`config.mk`:
```
export PLATFORM = sky130hd
export DESIGN_NAME = bca_divider
export DESIGN_NICKNAME = d
export VERILOG_FILES = /design/src/sv/bca_pkg.sv /design/src/sv/bca_divider.sv
export SDC_FILE = /design/constraint.sdc
export NUM_CORES = 1
export LEC_CHECK = 0
export BUFFER_PORTS_ARGS = -buffer_cell sky130_fd_sc_hd__buf_4
export CORE_MARGIN = 4
export CORE_UTILIZATION = 45
export DETAILED_ROUTE_END_ITERATION = 8
export PLACE_DENSITY = 0.63
export SETUP_SLACK_MARGIN = 0.4
export SLEW_MARGIN = 20
export SYNTH_ARGS = -nofsm -noshare
export SYNTH_HDL_FRONTEND = slang
export SYNTH_SLANG_ARGS = --single-unit
```
`constraint.sdc`:
```
create_clock -name clk_i -period 4.8 [get_ports clk_i]
set_clock_uncertainty 0.1 [all_clocks]
set_input_delay 0.96 -clock clk_i [delete_from_list [all_inputs] [get_ports clk_i]]
set_output_delay 0.96 -clock clk_i [all_outputs]
set_load 0.02 [all_outputs]
```
`src/sv/bca_pkg.sv`:
```
// Shared types, constants and codes for the blob cluster accumulator.
// Depends on nothing; imported by every module of the block.
package bca_pkg;

  localparam int SLOTS      = 128;
  localparam int COORD_BITS = 11;
  localparam int FRAC_BITS  = 8;
  localparam int COUNT_BITS = 16;

  localparam int MEAN_BITS  = COORD_BITS + FRAC_BITS;
  localparam int SLOT_BITS  = (SLOTS > 1) ? $clog2(SLOTS) : 1;
  localparam int SIU_BITS   = 8;
  localparam int RADIUS_BITS = 11;
  localparam int SCAN_BITS  = (SLOT_BITS + 1 > SIU_BITS) ? SLOT_BITS + 1 : SIU_BITS;

  localparam int SLOT_IDX_BITS = 7;
  localparam int OUT_MEAN_BITS = 19;
  localparam int OUT_CNT_BITS  = 16;

  localparam int DIVIDEND_BITS = MEAN_BITS + COUNT_BITS + 1;
  localparam int DIVISOR_BITS  = COUNT_BITS + 1;
  localparam int DIV_STEPS     = DIVIDEND_BITS;
  localparam int STEP_BITS     = $clog2(DIV_STEPS);

  localparam int CFG_IDX_BITS  = 1;
  localparam int CFG_DATA_BITS = 11;

  localparam logic [CFG_IDX_BITS-1:0] CFG_MATCH_RADIUS = 1'd0;
  localparam logic [CFG_IDX_BITS-1:0] CFG_SLOTS_IN_USE = 1'd1;

  localparam logic [RADIUS_BITS-1:0] RADIUS_RESET       = 11'd50;
  localparam logic [SIU_BITS-1:0]    SLOTS_IN_USE_RESET = 8'd99;

  localparam logic [COUNT_BITS-1:0] COUNT_MAX = {COUNT_BITS{1'b1}};

  typedef enum logic [1:0] {
    OUT_NEW  = 2'd0,
    OUT_JOIN = 2'd1,
    OUT_DROP = 2'd2
  } outcome_e;

  typedef struct packed {
    logic [COORD_BITS-1:0] pixel_row;
    logic [COORD_BITS-1:0] pixel_col;
  } pixel_t;

  typedef struct packed {
    outcome_e                   outcome;
    logic [SLOT_IDX_BITS-1:0]   slot_index;
    logic [OUT_MEAN_BITS-1:0]   mean_row;
    logic [OUT_MEAN_BITS-1:0]   mean_col;
    logic [OUT_CNT_BITS-1:0]    member_count;
  } result_t;

  typedef struct packed {
    logic [COUNT_BITS-1:0] count;
    logic [MEAN_BITS-1:0]  row_mean;
    logic [MEAN_BITS-1:0]  col_mean;
  } slot_entry_t;

  typedef struct packed {
    logic [DIVIDEND_BITS-1:0] dividend_row;
    logic [DIVIDEND_BITS-1:0] dividend_col;
    logic [DIVISOR_BITS-1:0]  divisor;
  } div_req_t;

endpackage

```
`src/sv/bca_divider.sv`:
```
// Two-lane restoring divider, one quotient bit per lane per cycle.
// Depends on bca_pkg; used by blob_cluster_accumulator for the running means.
module bca_divider import bca_pkg::*; (
  input  logic                 clk_i,
  input  logic                 rst_ni,
  input  logic                 start_i,
  input  div_req_t             req_i,
  output logic                 done_o,
  output logic [MEAN_BITS-1:0] quot_row_o,
  output logic [MEAN_BITS-1:0] quot_col_o
);

  function automatic logic [DIVISOR_BITS+DIVIDEND_BITS-1:0] div_step(
    input logic [DIVISOR_BITS-1:0]  rem,
    input logic [DIVIDEND_BITS-1:0] dq,
    input logic [DIVISOR_BITS-1:0]  dvs
  );
    logic [DIVISOR_BITS:0] trial;
    logic [DIVISOR_BITS:0] diff;
    logic                  ge;
    trial = {rem, dq[DIVIDEND_BITS-1]};
    diff  = trial - {1'b0, dvs};
    ge    = (trial >= {1'b0, dvs});
    div_step = {(ge ? diff[DIVISOR_BITS-1:0] : trial[DIVISOR_BITS-1:0]),
                dq[DIVIDEND_BITS-2:0], ge};
  endfunction

  logic [DIVISOR_BITS-1:0]  rem_row_q, rem_col_q, dvs_q;
  logic [DIVIDEND_BITS-1:0] dq_row_q, dq_col_q;
  logic [STEP_BITS-1:0]     step_q;
  logic                     run_q, done_q;
  logic                     last_step;

  assign last_step = (step_q == STEP_BITS'(DIV_STEPS - 1));

  always_ff @(posedge clk_i or negedge rst_ni) begin
    if (!rst_ni) begin
      run_q  <= 1'b0;
      done_q <= 1'b0;
      step_q <= '0;
    end else if (start_i) begin
      run_q  <= 1'b1;
      done_q <= 1'b0;
      step_q <= '0;
    end else if (run_q) begin
      run_q  <= !last_step;
      done_q <= last_step;
      step_q <= step_q + STEP_BITS'(1);
    end else begin
      done_q <= 1'b0;
    end
  end

  always_ff @(posedge clk_i) begin
    if (start_i) begin
      rem_row_q <= '0;
      rem_col_q <= '0;
      dq_row_q  <= req_i.dividend_row;
      dq_col_q  <= req_i.dividend_col;
      dvs_q     <= req_i.divisor;
    end else if (run_q) begin
      {rem_row_q, dq_row_q} <= div_step(rem_row_q, dq_row_q, dvs_q);
      {rem_col_q, dq_col_q} <= div_step(rem_col_q, dq_col_q, dvs_q);
    end
  end

  assign done_o     = done_q;
  assign quot_row_o = dq_row_q[MEAN_BITS-1:0];
  assign quot_col_o = dq_col_q[MEAN_BITS-1:0];

endmodule

```
==> impl_metrics.sql, run 1 <==
INSERT INTO impl_metrics (metric_group, metric, value, unit) VALUES
('setup_path', 'critical_path_peak_fanout', '23', ''),
('final_layout', 'layout.nets', '880', ''),
('setup_path', 'critical-path-top-cell-by-count', 'sky130_fd_sc_hd__inv_1', ''),
('die', 'die_area', '18700', 'um2'),
('placement', 'place_hpwl', '12300', 'um'),
('global_route', 'grt_overflow', '0', ''),
('clock_network', 'cts.hold.buffers_added', '0', ''),
('pwr', 'logic_gate_share_of_total_power', '16.2', '%'),
('global_route', 'grt_start_max_net_pins', '73', ''),
('drt', 'drt-total-wl', '17200', 'um'),
('global_route', 'global_route.usage.met2', '31.1', '%'),
('clock_network', 'postCtsSetupBuffers', '0', ''),
('setup_path', 'arrival', '3.14', 'ns'),
('timing', 'maxClockFrequency', '325', 'MHz'),
('pwr', 'p_total', '3.10', 'mW'),
('die', 'core_area', '16100', 'um2'),
('synthesis', 'synth_edf_count', '89', ''),
('clock_network', 'cts.sink_count', '131', ''),
('setup_path', 'crit_path_max_incr_delay', '0.50', 'ns'),
('clock_network', 'cts.htree.levels', '4', ''),
('pwr', 'sw_frac_of_total', '25.5', '%'),
('pwr', 'power_leakage', '3.70', 'nW'),
('final_layout', 'fin_cells', '979', ''),
('synthesis', 'post_synth_instance_area', '7450', 'um2'),
('clock_network', 'clk_path_buf_depth', '2', ''),
('global_route', 'grt_pass1_wl', '27500', 'um'),
('drt', 'routed_via_density', '5.49', ''),
('final_layout', 'post-route-util', '55.2', '%'),
('global_route', 'first_global_vias', '5593', ''),
('synthesis', 'synth-async-reset-ratio', '6.11', '%'),
('die', 'floorplan.initialDensity', '46.4', '%'),
('timing', 'layout_worst_path_cycle_share', '64.1', '%'),
('timing', 'worst_slew_margin_rel', '39.0', '%'),
('die', 'top_ports', '131', ''),
('clock_network', 'clkLatencyLatePin', '0.42', 'ns'),
('die', 'core.rowCount', '46', ''),
('setup_path', 'cp_top_family', 'compound AO/OA/AOI/OAI gates', ''),
('global_route', 'track_usage', '18.9', '%'),
('placement', 'routabilityCongestion', '0.898', ''),
('run', 'cap_violations', '0', ''),
('clock_network', 'clk_root_buffer_cell', 'sky130_fd_sc_hd__clkbuf_16', ''),
('final_layout', 'antennaDiodeCount', '0', ''),
('pwr', 'power.internal', '2.31', 'mW'),
('setup_path', 'required', '4.87', 'ns'),
('drt', 'dr_total_vias', '5379', ''),
('setup_path', 'reg_to_reg_startpoint', 'dq_col_q[35]$_DFFE_PP_', ''),
('clock_network', 'cts.reportedPaths.clkPinSlew', '0.06', 'ns'),
('timing', 'max_slew.worst_pin.slew', '0.916', 'ns'),
('synthesis', 'proportion_of_synthesized_chip_area_in_sequential_cells', '47.7', '%'),
('setup_path', 'worstPathCellList', 'inv_1 -> ha_1 -> inv_1 -> fa_1 -> a211oi_2 -> o21ai_2 -> a211oi_1 -> o31a_2 -> inv_2 -> mux2_2', ''),
('setup_path', 'critPathCaptureType', 'flip-flop', ''),
('pwr', 'netSwitchingPower', '0.791', 'mW'),
('synthesis', 'synth_seq_cells', '131', ''),
('synthesis', 'synth_cells', '665', ''),
('final_layout', 'drive_above_1_share', '33.4', '%'),
('synthesis', 'synthesis.area_per_instance', '11.2', 'um2'),
('final_layout', 'final_area', '8860', 'um2'),
('synthesis', 'postSynthNetCount', '794', ''),
('setup_path', 'timing.critical_path.from_type', 'flip-flop', ''),
('timing', 'finalMaxSlewViolations', '0', ''),
('drt', 'detail_route.wl_per_cell', '17.6', 'um'),
('timing', 'final-hold-violation-count', '0', ''),
('global_route', 'global_route.usage.met1', '23.1', '%'),
('global_route', 'groute.layer.met3.usage', '6.54', '%'),
('drt', 'initial_detailed_routing_violation_count', '318', ''),
('run_status', 'status', 'completed', ''),
('synthesis', 'synth_flop_cell', 'sky130_fd_sc_hd__edfxtp_1', ''),
('die', 'fp.dieH', '137', 'um'),
('pwr', 'clock_power_share', '40.3', '%'),
('setup_path', 'setup.reg_to_reg.worst_slack', '1.72', 'ns'),
('synthesis', 'yosysWarnings', '0', '');
==> registers in the layout, summed over array words and instances, names as in the netlist <==
signal and flops:
done_o 1, step_q 6, run_q 1, dq_col_q 36
rem_row_q 17, dq_row_q 36, dvs_q 17, rem_col_q 17
==> kinds of logic after synthesis <==
group | Yosys count | share of synthesized area, %
AOI/OAI and AO/OA | 137 | 13.2
xor gates and xnor gates | 29 | 3.41
adders and majority gates | 37 | 6.42
buffers and inverters | 90 | 6.94
DFF | 131 | 47.7
muxes | 80 | 12.0
and+or+nand+nor | 161 | 10.4
==> area by class of cell <==
class                           instances  area, um2
Timing Repair Buffer                  135       1010
Sequential cell                       131       3550
Tap cell                              216        270
Inverter                               22       82.6
Fill cell                            1387       7200
Multi-Input combinational cell        444       3380
Clock inverter                         13        134
Clock buffer                           18        429
==> stage by stage <==
| stage | setup WS, ns | hold slack (ns) |
|---|---|---|
| final | 1.72 | 0.256 |
| after floorplan | 1.11 | 0.340 |
| after detailed placement | 1.50 | 0.381 |
| after global routing | 1.50 | 0.238 |
| after CTS | 1.73 | 0.238 |
| after global placement | 1.57 | 0.366 |
==> cell usage after synthesis, drive strengths merged (10+ instances only) <==
library cell / count / share of area, %
edfxtp: 89 / 36
mux2: 72 / 11
nand2: 63 / 3.3
buf: 51 / 5.0
a21oi: 39 / 2.9
nor2: 38 / 1.9
ha: 35 / 5.9
dfxtp: 34 / 9.1
o21ai: 24 / 1.7
inv: 22 / 1.1
clkbuf: 17 / 0.86
xnor2: 15 / 1.8
xor2: 14 / 1.6
a211oi: 12 / 1.3
a32oi: 11 / 1.3
nand3: 10 / 0.67
==> worst max-delay path by stage <==
| stage | startpoint | to | slack (ns) | cells after the start |
|---|---|---|---|---|
| 2_1_floorplan | start_i | dq_col_q[0]$_DFFE_PP_ | 1.11 | 5 |
| 3_3_place_gp | start_i | rem_col_q[3]$_SDFFE_PP0P_ | 1.57 | 6 |
| 3_5_place_dp | start_i | rem_col_q[4]$_SDFFE_PP0P_ | 1.50 | 6 |
| 4_1_cts | dq_col_q[35]$_DFFE_PP_ | dq_col_q[0]$_DFFE_PP_ | 1.73 | 10 |
| 5_1_grt | dq_col_q[35]$_DFFE_PP_ | rem_col_q[7]$_SDFFE_PP0P_ | 1.50 | 11 |
| 6_report | dq_col_q[35]$_DFFE_PP_ | dq_col_q[0]$_DFFE_PP_ | 1.72 | 10 |
==> power groups by stage <==
stage	clock network [mW]	logic, mW	registers, mW
3_5_place_dp	0	0.499	1.37
3_3_place_gp	0	0.488	1.37
5_1_grt	1.33	0.544	1.36
2_1_floorplan	0	0.377	1.35
4_1_cts	1.28	0.502	1.35
6_report	1.25	0.501	1.35
==> metal layers <==
metal / routed length, um / vias to the layer above
met3: 1230 / 22
met5: 0 / -
met4: 288 / 0
met2: 8330 / 155
li1: - / 2608
met1: 7380 / 2594
==> layout by cell type, fill, tap and decap left out, drive strengths merged, types with 9 or more instances in the layout <==
| cell | Yosys | routed |
|---|---|---|
| buf | 51 | 135 |
| edfxtp | 89 | 89 |
| mux2 | 72 | 72 |
| nand2 | 63 | 63 |
| a21oi | 39 | 39 |
| nor2 | 38 | 38 |
| ha | 35 | 35 |
| dfxtp | 34 | 34 |
| inv | 22 | 25 |
| o21ai | 24 | 24 |
| clkbuf | 17 | 18 |
| xnor2 | 15 | 15 |
| xor2 | 14 | 14 |
| a211oi | 12 | 12 |
| a32oi | 11 | 11 |
| nand3 | 10 | 10 |
| nand4 | 9 | 9 |
| nor3 | 9 | 9 |
| nand2b | 9 | 9 |
| a311oi | 9 | 9 |
Power figures use the tool's default switching activity.
==> run 2: changes to the inputs <==
- PLACE_DENSITY: 0.63 -> 0.66
- clock period: 4.8 -> 2.5 ns (I/O delays scaled with it)
==> run 2 against run 1 <==
Compared with the run above:
- the flow now finishes with violations (negative setup slack)
- hold slack got worse by 0.092 ns
- routed wire length increased by 9.7%
- sequential share of layout area decreased by 4.1 points
- combinational power increased by 140%
- critical endpoint is now rem_col_q[16]$_SDFFE_PP0P_
- largest power group unchanged
==> impl_metrics.sql, run 2 (same netlist as run 1, synthesis figures left out) <==
INSERT INTO impl_metrics (metric_group, metric, value, unit) VALUES
('timing', 'fin_ws', '-0.0212', 'ns'),
('pwr', 'sw_frac_of_total', '25.3', '%'),
('clock_network', 'cts.reportedPaths.clkPinSlew', '0.06', 'ns'),
('final_layout', 'layout.nets', '933', ''),
('drt', 'route.detailed.drc', '0', ''),
('clock_network', 'clk_root_buffer_cell', 'sky130_fd_sc_hd__clkbuf_16', ''),
('timing', 'layout_worst_path_cycle_share', '101', '%'),
('timing', 'max_slew.worst_pin.slew', '0.756', 'ns'),
('die', 'die_area', '18700', 'um2'),
('die', 'top_ports', '131', ''),
('clock_network', 'clk_path_buf_depth', '2', ''),
('final_layout', 'layout.cells.most_common', 'sky130_fd_sc_hd__buf_4', ''),
('die', 'floorplan.initialDensity', '46.4', '%'),
('setup_path', 'crit_path_top_delay_cell', 'sky130_fd_sc_hd__edfxtp_1', ''),
('run', 'cap_violations', '0', ''),
('setup_path', 'cp-startpoint', 'dvs_q[0]$_DFFE_PP_', ''),
('pwr', 'ir_drop', '0.441', 'mV'),
('drt', 'routed_via_density', '5.57', ''),
('timing', 'grt_setup_unrepaired', 'yes', ''),
('clock_network', 'numCtsBuffers', '17', ''),
('global_route', 'grt_antenna_before_repair', '0', ''),
('run_status', 'status', 'finished, violations left', ''),
('final_layout', 'most-common-layout-cells', 'sky130_fd_sc_hd__buf_4 (167), sky130_fd_sc_hd__edfxtp_1 (89), sky130_fd_sc_hd__mux2_2 (70)', ''),
('pwr', 'sequential_power_share', '41.8', '%'),
('placement', 'place.port_buffers', '130', ''),
('timing', 'fin_crit', '2.52', 'ns'),
('setup_path', 'critical_path_peak_fanout', '2', ''),
('timing', 'worst_slew_margin_rel', '49.6', '%'),
('setup_path', 'critPathKind', 'flip-flop to flip-flop', ''),
('final_layout', 'nFillCells', '1249', ''),
('drt', 'dr_total_vias', '5746', ''),
('worst_hold_path', 'hold_class', 'primary input to flip-flop', ''),
('timing', 'finalHoldWorstSlack', '0.165', 'ns'),
('final_layout', 'drive_above_1_share', '46.0', '%'),
('die', 'core_area', '16100', 'um2'),
('final_layout', 'sequential_cell_area', '3550', 'um2'),
('setup_path', 'endpoint_of_the_most_critical_register_to_register_path', 'rem_col_q[16]$_SDFFE_PP0P_', ''),
('setup_path', 'arrival', '2.73', 'ns'),
('drt', 'detail_route.wl_per_cell', '18.3', 'um'),
('timing', 'finalMaxSlewViolations', '0', ''),
('placement', 'routabilityCongestion', '0.870', ''),
('global_route', 'grt_start_max_net_pins', '55', ''),
('global_route', 'track_usage', '20.8', '%'),
('global_route', 'grt_pass1_wl', '30500', 'um'),
('run_status', 'failed_checks', 'negative setup slack', ''),
('drt', 'initial_detailed_routing_violation_count', '494', ''),
('clock_network', 'cts_tree', 'yes', ''),
('setup_path', 'critPathCaptureType', 'flip-flop', ''),
('timing', 'final-hold-violation-count', '0', ''),
('timing', 'timing.final.setup_violations', '2', ''),
('setup_path', 'required', '2.71', 'ns'),
('timing', 'maxClockFrequency', '397', 'MHz'),
('pwr', 'power_leakage', '4.11', 'nW'),
('final_layout', 'area_growth', '32.4', '%'),
('global_route', 'first_global_vias', '6107', ''),
('global_route', 'grt_overflow', '0', ''),
('pwr', 'power_density', '632', 'nW/um2'),
('final_layout', 'antennaDiodeCount', '0', ''),
('final_layout', 'top_regs', 'dq_col_q (36), dq_row_q (36)', ''),
('setup_path', 'timing.critical_path.from_type', 'flip-flop', ''),
('pwr', 'power.internal', '4.65', 'mW'),
('pwr', 'netSwitchingPower', '1.58', 'mW'),
('clock_network', 'cts.htree.levels', '4', ''),
('setup_path', 'crit_end', 'rem_col_q[16]$_SDFFE_PP0P_', ''),
('drt', 'drt-total-wl', '18900', 'um'),
('timing', 'setup_total_neg_slack', '-0.0371', 'ns'),
('pwr', 'clock_power_share', '39.3', '%'),
('final_layout', 'multi_input_comb_area', '3800', 'um2'),
('setup_path', 'worstRegToRegCells', '11', ''),
('placement', 'place_hpwl', '13600', 'um'),
('die', 'core.rowCount', '46', ''),
('setup_path', 'crit_path_max_incr_delay', '0.38', 'ns'),
('die', 'fp.dieH', '137', 'um'),
('pwr', 'p_total', '6.23', 'mW'),
('placement', 'dp_slack', '-0.0962', 'ns'),
('drt', 'drt_pre_antenna_iters', '6', ''),
('drt', 'detail-route-antenna-nets', '0', ''),
('setup_path', 'setup.reg_to_reg.worst_slack', '-0.02', 'ns'),
('pwr', 'logic_gate_share_of_total_power', '18.9', '%'),
('setup_path', 'worstPathCellList', 'buf_6 -> ha_4 -> inv_2 -> fa_2 -> a211oi_4 -> buf_4 -> o211ai_1 -> a211oi_2 -> o31ai_2 -> xnor2_1 -> o31ai_1', ''),
('clock_network', 'clkLatencyLatePin', '0.41', 'ns'),
('die', 'dieWidth', '137', 'um'),
('setup_path', 'reg_to_reg_startpoint', 'dvs_q[0]$_DFFE_PP_', ''),
('clock_network', 'cts.sink_count', '131', '');
==> run 2: cell count changes in the layout (fill, tap and decap cells not counted), sizes merged <==
cell         before  now
buf             135  187
dlygate4sd3       0    1
inv              25   22
bufinv            2    3
clkbuf           18   19
==> run 2: how the worst min path moves through the flow <==
stage | start | endpoint | slack, ns | cells past startpoint
2_1_floorplan | rst_ni | done_o$_DFF_PN0_ | 0.10 | 0
3_3_place_gp | rst_ni | step_q[1]$_DFFE_PN0P_ | 0.22 | 1
3_5_place_dp | rst_ni | step_q[5]$_DFFE_PN0P_ | 0.22 | 1
4_1_cts | req_i[7] | dvs_q[7]$_DFFE_PP_ | 0.15 | 1
5_1_grt | req_i[7] | dvs_q[7]$_DFFE_PP_ | 0.14 | 1
6_report | req_i[6] | dvs_q[6]$_DFFE_PP_ | 0.16 | 1
==> run 2: layout make-up <==
| class | instances | area share (%) |
|---|---|---|
| Timing Repair Buffer | 188 | 16.0 |
| Clock inverter | 11 | 1.40 |
| Sequential cell | 131 | 36.0 |
| Inverter | 22 | 0.901 |
| Tap cell | 216 | 2.74 |
| Multi-Input combinational cell | 444 | 38.5 |
| Clock buffer | 19 | 4.39 |
==> run 2: through the flow <==
step           area (um2)  util (%)  instances
4_1_cts              9690      60.3       1027
2_1_floorplan        7570         -        665
3_3_place_gp         8700      54.2        982
3_5_place_dp         8700      54.2        982
6_report             9860      61.4       1031
5_1_grt              9860      61.4       1031
==> run 2: metal layers <==
metal | wire length, um | GRT usage, %
met2 | 9150 | 34.4
met4 | 460 | 7.84
met1 | 8030 | 26.2
met3 | 1250 | 5.66
met5 | 0 | 0
==> run 2: power groups by stage <==
| stage | clock, mW | sequential, mW | combinational (mW) |
|---|---|---|---|
| finish | 2.45 | 2.60 | 1.18 |
| global route | 2.60 | 2.62 | 1.27 |
| CTS | 2.49 | 2.60 | 1.13 |
| detailed placement | 0 | 2.63 | 1.04 |
| global placement | 0 | 2.63 | 1.02 |
| floorplan | 0 | 2.60 | 0.743 |
==> run 2: critical path, delay by kind of cell, from the launching register on <==
family                     cells  cell delay [ns]
DFF                            1             0.38
adders and majority gates      2             0.48
AOI/OAI and AO/OA              5             1.04
buffers and inverters          3             0.29
xor gates and xnor gates       1             0.13
==> run 2: what timing repair did <==
action,in CTS,in global routing
hold buffers,1,0
buffers inserted,11,4
pin swaps,20,15
setup endpoints to repair,36,36
gates cloned,3,0
endpoints found under the hold margin,8,0
gates resized for setup,58,28
